===== config.mk =====
export PLATFORM = sky130hd
export DESIGN_NAME = nfal_queue
export DESIGN_NICKNAME = d
export VERILOG_FILES = /design/src/hdl/nfal_pkg.sv /design/src/hdl/nfal_queue.sv
export SDC_FILE = /design/constraint.sdc
export NUM_CORES = 1
export LEC_CHECK = 0
export ABC_AREA = 1
export CAP_MARGIN = 40
export CORE_MARGIN = 2
export CORE_UTILIZATION = 59
export CTS_BUF_LIST = sky130_fd_sc_hd__clkbuf_4
export CTS_CLUSTER_SIZE = 8
export DETAILED_ROUTE_END_ITERATION = 16
export DONT_BUFFER_PORTS = 1
export GPL_ROUTABILITY_DRIVEN = 1
export PLACE_DENSITY = 0.75
export SLEW_MARGIN = 20
export SYNTH_ARGS = -nofsm -noshare
export SYNTH_HDL_FRONTEND = slang
export SYNTH_SLANG_ARGS = --single-unit

===== constraint.sdc =====
create_clock -name i_clk -period 2.12 [get_ports i_clk]
set_input_delay 0.106 -clock i_clk [delete_from_list [all_inputs] [get_ports i_clk]]
set_output_delay 0.106 -clock i_clk [all_outputs]
set_load 0.02 [all_outputs]

===== src/hdl/nfal_pkg.sv =====
package nfal_pkg;

    localparam int DW     = 32;
    localparam int MUL_W  = (DW + 1 > 33) ? DW + 1 : 33;
    localparam int PROD_W = 2 * MUL_W;

    localparam logic [2:0] CFG_DESIRED_FORCE      = 3'd0;
    localparam logic [2:0] CFG_FILTER_ALPHA       = 3'd1;
    localparam logic [2:0] CFG_TICK_PERIOD        = 3'd2;
    localparam logic [2:0] CFG_ADM_GAIN           = 3'd3;
    localparam logic [2:0] CFG_VELOCITY_LIMIT     = 3'd4;
    localparam logic [2:0] CFG_DISPLACEMENT_LIMIT = 3'd5;

    localparam logic [30:0] VEL_FLOOR = 31'd268;

    typedef logic signed [PROD_W:0] t_wide;

    localparam t_wide DW_MAX = t_wide'((64'sd1 <<< (DW - 1)) - 64'sd1);
    localparam t_wide DW_MIN = -DW_MAX - t_wide'(1);
    localparam t_wide RND16  = t_wide'(64'sd1 <<< 15);
    localparam t_wide RND32  = t_wide'(64'sd1 <<< 31);

    typedef struct packed {
        logic signed [31:0] desired_force;
        logic [16:0]        filter_alpha;
        logic [31:0]        tick_period;
        logic [30:0]        adm_gain;
        logic [30:0]        velocity_limit;
        logic [30:0]        displacement_limit;
    } t_cfg;

    typedef struct packed {
        logic signed [31:0] force_sample;
        logic               restart;
    } t_item;

    typedef struct packed {
        logic  valid;
        t_item item;
    } t_queue_out;

    function automatic logic signed [DW-1:0] sat_dw(input t_wide v);
        logic signed [DW-1:0] r;
        if (v > DW_MAX) begin
            r = DW'(DW_MAX);
        end else if (v < DW_MIN) begin
            r = DW'(DW_MIN);
        end else begin
            r = DW'(v);
        end
        return r;
    endfunction

    function automatic logic signed [31:0] clamp_sym(input t_wide v, input logic [30:0] lim);
        t_wide l;
        logic signed [31:0] r;
        l = t_wide'($signed({1'b0, lim}));
        if (v > l) begin
            r = 32'(l);
        end else if (v < -l) begin
            r = 32'(-l);
        end else begin
            r = 32'(v);
        end
        return r;
    endfunction

endpackage


===== src/hdl/nfal_queue.sv =====
module nfal_queue
    import nfal_pkg::*;
(
    input  logic        i_clk,
    input  logic        i_rst_n,
    input  logic        s_axis_tvalid,
    output logic        s_axis_tready,
    input  logic [31:0] s_axis_tdata,  // [31:0] force_sample
    input  logic [0:0]  s_axis_tuser,  // [0] restart
    output t_queue_out  o_head,
    input  logic        i_pop
);

    t_item      r_mem [2];
    logic       r_wr_ptr;
    logic       r_rd_ptr;
    logic [1:0] r_count;
    logic       push;
    logic       pop;
    t_item      in_item;

    assign s_axis_tready = (r_count != 2'd2);
    assign push = s_axis_tvalid && s_axis_tready;
    assign pop  = i_pop && (r_count != 2'd0);

    assign in_item.force_sample = $signed(s_axis_tdata);
    assign in_item.restart      = s_axis_tuser[0];

    assign o_head.valid = (r_count != 2'd0);
    assign o_head.item  = r_mem[r_rd_ptr];

    always_ff @(posedge i_clk) begin
        if (push) begin
            r_mem[r_wr_ptr] <= in_item;
        end
    end

    always_ff @(posedge i_clk) begin
        if (!i_rst_n) begin
            r_wr_ptr <= 1'b0;
            r_rd_ptr <= 1'b0;
            r_count  <= 2'd0;
        end else begin
            if (push) begin
                r_wr_ptr <= ~r_wr_ptr;
            end
            if (pop) begin
                r_rd_ptr <= ~r_rd_ptr;
            end
            r_count <= r_count + 2'(push) - 2'(pop);
        end
    end

endmodule


==> out/metrics.cfg <==
[floorplanning]
core_region_area_sq_um = 4444
ios = 72
die_w_microns = 72.62
start_util_pct = 62.50
die-area_sq_um = 5273
row_count = 24
die_h_microns = 72.62

[placement]
hpwl_mm = 2.803
gp_congestion = 0.7209
place_ws_ns = 0.3405
port_buffers = 0

[grt]
grt_first_pass_wirelength_mm = 6.775
grtUsageTotal_pct = 18.33
grt_pass1_vias = 1449
grt.overflow.total = 0
antenna_found_initial = 0
grt_max_degree = 20

[final_layout]
nets = 228
seq_area_sq_um = 2083
n_antenna_cell = 0
multi_input_area_sq_um = 608.1
drive_above_1_share_pct = 29.38
fillers = 265
syn_to_final_growth_pct = 19.59
final_util_pct = 74.75

[min_path]
min_to = r_count[1]$_SDFF_PN0_
hp-class = in2reg
hold_start = s_axis_tvalid
whs_path_depth = 4

[critical_path]
critPathMaxFanout = 4
r2r_start = r_count[0]$_SDFF_PN0_
start_kind = flip-flop
rr_endpoint = r_wr_ptr$_SDFFE_PN0N_
r2r_cells = 7
crit_required_ns = 2.41
path_buf_inv = 3
path_common_cell = dlygate4sd3_1
ff2ff_setup_slack_ns = 0.08
path_cells = inv_1, nand2_2, nand3_1, nand2_1, dlygate4sd3_1, nor2_1, dlygate4sd3_1
crit_path_end_kind = flip-flop
cpPeakStageDelay_ns = 0.56
slowest_stage = dlygate4sd3_1
path_class = reg2reg
arrival_ns = 2.33
path_delay_family = buffers and inverters

[clock_tree]
cts_buffer_depth = 2
clk_pin_slew_ns = 0.10
cts_setup_buffers = 0
clk_latency_ns = 0.40
cts.sinks = 71
cts_tree = done
cts_max_level = 3
clock-root-buffer = clkbuf_4
numCtsBuffers = 9

[power]
ir_drop_mv = 0.7537
p_leak_nw = 1.245
power_density_nw_per_um2 = 1111

[detailed_routing]
antenna_left = 0
wl_mm = 4.451
dr.first_iter.drc_count = 64
first_pass_iters = 4
wl_per_cell_microns = 18.09
viasPerCell = 5.508
remaining_drc_errors = 0
vias = 1355

[synth]
synth.avg_cell_area_sq_um = 19.98
synthesis.area_sq_um = 2778
synth_seq_area_share_pct = 74.95
synth_warnings = 0
synth_nets = 178
synth_cell_types = 12
synth_seq_cells = 71
syn_inst = 139

[sta]
fin_crit_sh_pct = 96.15
worst_pin_slew_ns = 0.4612
rsz0062_at_grt = false
setup_tns_ns = 0
finClkSkew_ns = 0.01330
setup_viol = 0
clock.fmax_mhz = 490.6
hold_viol = 0
report.final.slew_viol_count = 0
min_period_ns = 2.038
relSlewSlack_pct = 69.26
worst_slack_ns = 0.08167

[run]
maxCapViolations = 0

[run_status]
status = finished clean

-- final cells by class --
type,instances,area share (%)
clock inverter,3,0.4143
multi-input combinational,57,18.31
clock buffer,13,2.938
sequential,71,62.71
timing repair buffer,43,12.88
inverter,7,0.7910
tap,52,1.959
-- cells in the mapped netlist --
cell	instances	area [sq um]
nor2_1	8	30.03
mux2_2	3	33.78
ha_1	2	25.02
a21oi_1	2	10.01
buf_6	1	11.26
nand3_1	3	15.01
inv_1	7	26.28
buf_12	3	60.06
edfxtp_1	66	1982
nand2_1	9	33.78
mux2_4	30	450.4
dfxtp_1	5	100.1
-- registers in the layout, indices dropped and copies added (netlist names), named ones only --
| register | cells |
|---|---|
| r_mem | 66 |
| r_count | 2 |
| r_rd_ptr | 1 |
| r_wr_ptr | 1 |
-- metrics by stage --
| step | hold WS [ns] | total power, mW | cell area [sq um] | std cells |
|---|---|---|---|---|
| 2_1_floorplan | 0.1995 | 2.821 | 2780 | 139 |
| 5_1_grt | 0.2080 | 3.866 | 3322 | 246 |
| 3_5_place_dp | 0.2049 | 2.950 | 2838 | 193 |
| 4_1_cts | 0.1859 | 3.725 | 3319 | 246 |
| 6_report | 0.2051 | 3.690 | 3322 | 246 |
| 3_3_place_gp | 0.2024 | 2.890 | 2838 | 193 |
-- where the power goes --
group | switching [mW] | internal (mW)
clock network | 0.414 | 0.288
logic | 0.641 | 0.464
registers | 0.108 | 1.77
-- kinds of logic after synthesis --
group	after synthesis	synth area share, %
adders and majority gates	2	0.9008
DFF	71	74.96
buffers and inverters	11	3.514
AOI/OAI and AO/OA	2	0.3604
muxes	33	17.43
and+or+nand+nor	20	2.838
-- cells in the final DEF (no fill, tap or decap) --
cell type      count
nor2_1             7
ha_1               2
inv_1              7
edfxtp_1          66
buf_12             1
buf_4              5
dfxtp_1            4
dlygate4sd3_1     37
nor2_4             1
mux2_4            30
nand2_2            1
clkinv_1           1
clkbuf_4          13
nand3_1            3
mux2_2             3
dfxtp_2            1
clkinv_2           2
a21oi_1            2
nand2_1            8
-- how the worst max path moves through the flow --
stage | start | endpoint | slack (ns) | cells after the start
after floorplan | r_count[0]$_SDFF_PN0_ | r_mem[0][0]$_DFFE_PP_ | 0.13 | 4
after global placement | r_count[0]$_SDFF_PN0_ | r_count[1]$_SDFF_PN0_ | 0.49 | 10
after detailed placement | r_count[0]$_SDFF_PN0_ | r_count[1]$_SDFF_PN0_ | 0.34 | 10
after CTS | r_count[0]$_SDFF_PN0_ | r_wr_ptr$_SDFFE_PN0N_ | 0.04 | 7
after global routing | r_count[0]$_SDFF_PN0_ | r_wr_ptr$_SDFFE_PN0N_ | 0.009 | 7
final | r_count[0]$_SDFF_PN0_ | r_wr_ptr$_SDFFE_PN0N_ | 0.08 | 7
-- timing repair --
action / CTS / global route
setup endpoints to repair: 0 / 1
resized for setup: 0 / 1
endpoints found under the hold margin: 71 / 0
hold buffers: 37 / 0
-- routing by layer --
layer | up-vias | wire [microns] | track usage (%) | part of all wire (%)
li1 | 623 | - | - | -
met2 | 61 | 2236 | 29.09 | 50
met4 | 0 | 93 | 10.29 | 2.1
met5 | - | 0 | 0 | 0
met3 | 10 | 372 | 9.392 | 8.4
met1 | 661 | 1749 | 19.81 | 39
-- worst reg2reg max path, cell delays in order (launching register included) --
cell and delay (ns):
dfxtp_1 0.37, inv_1 0.08, nand2_2 0.15, nand3_1 0.12
nand2_1 0.08, dlygate4sd3_1 0.55, nor2_1 0.04, dlygate4sd3_1 0.56
Note: power is estimated with default switching activity, not from simulation.
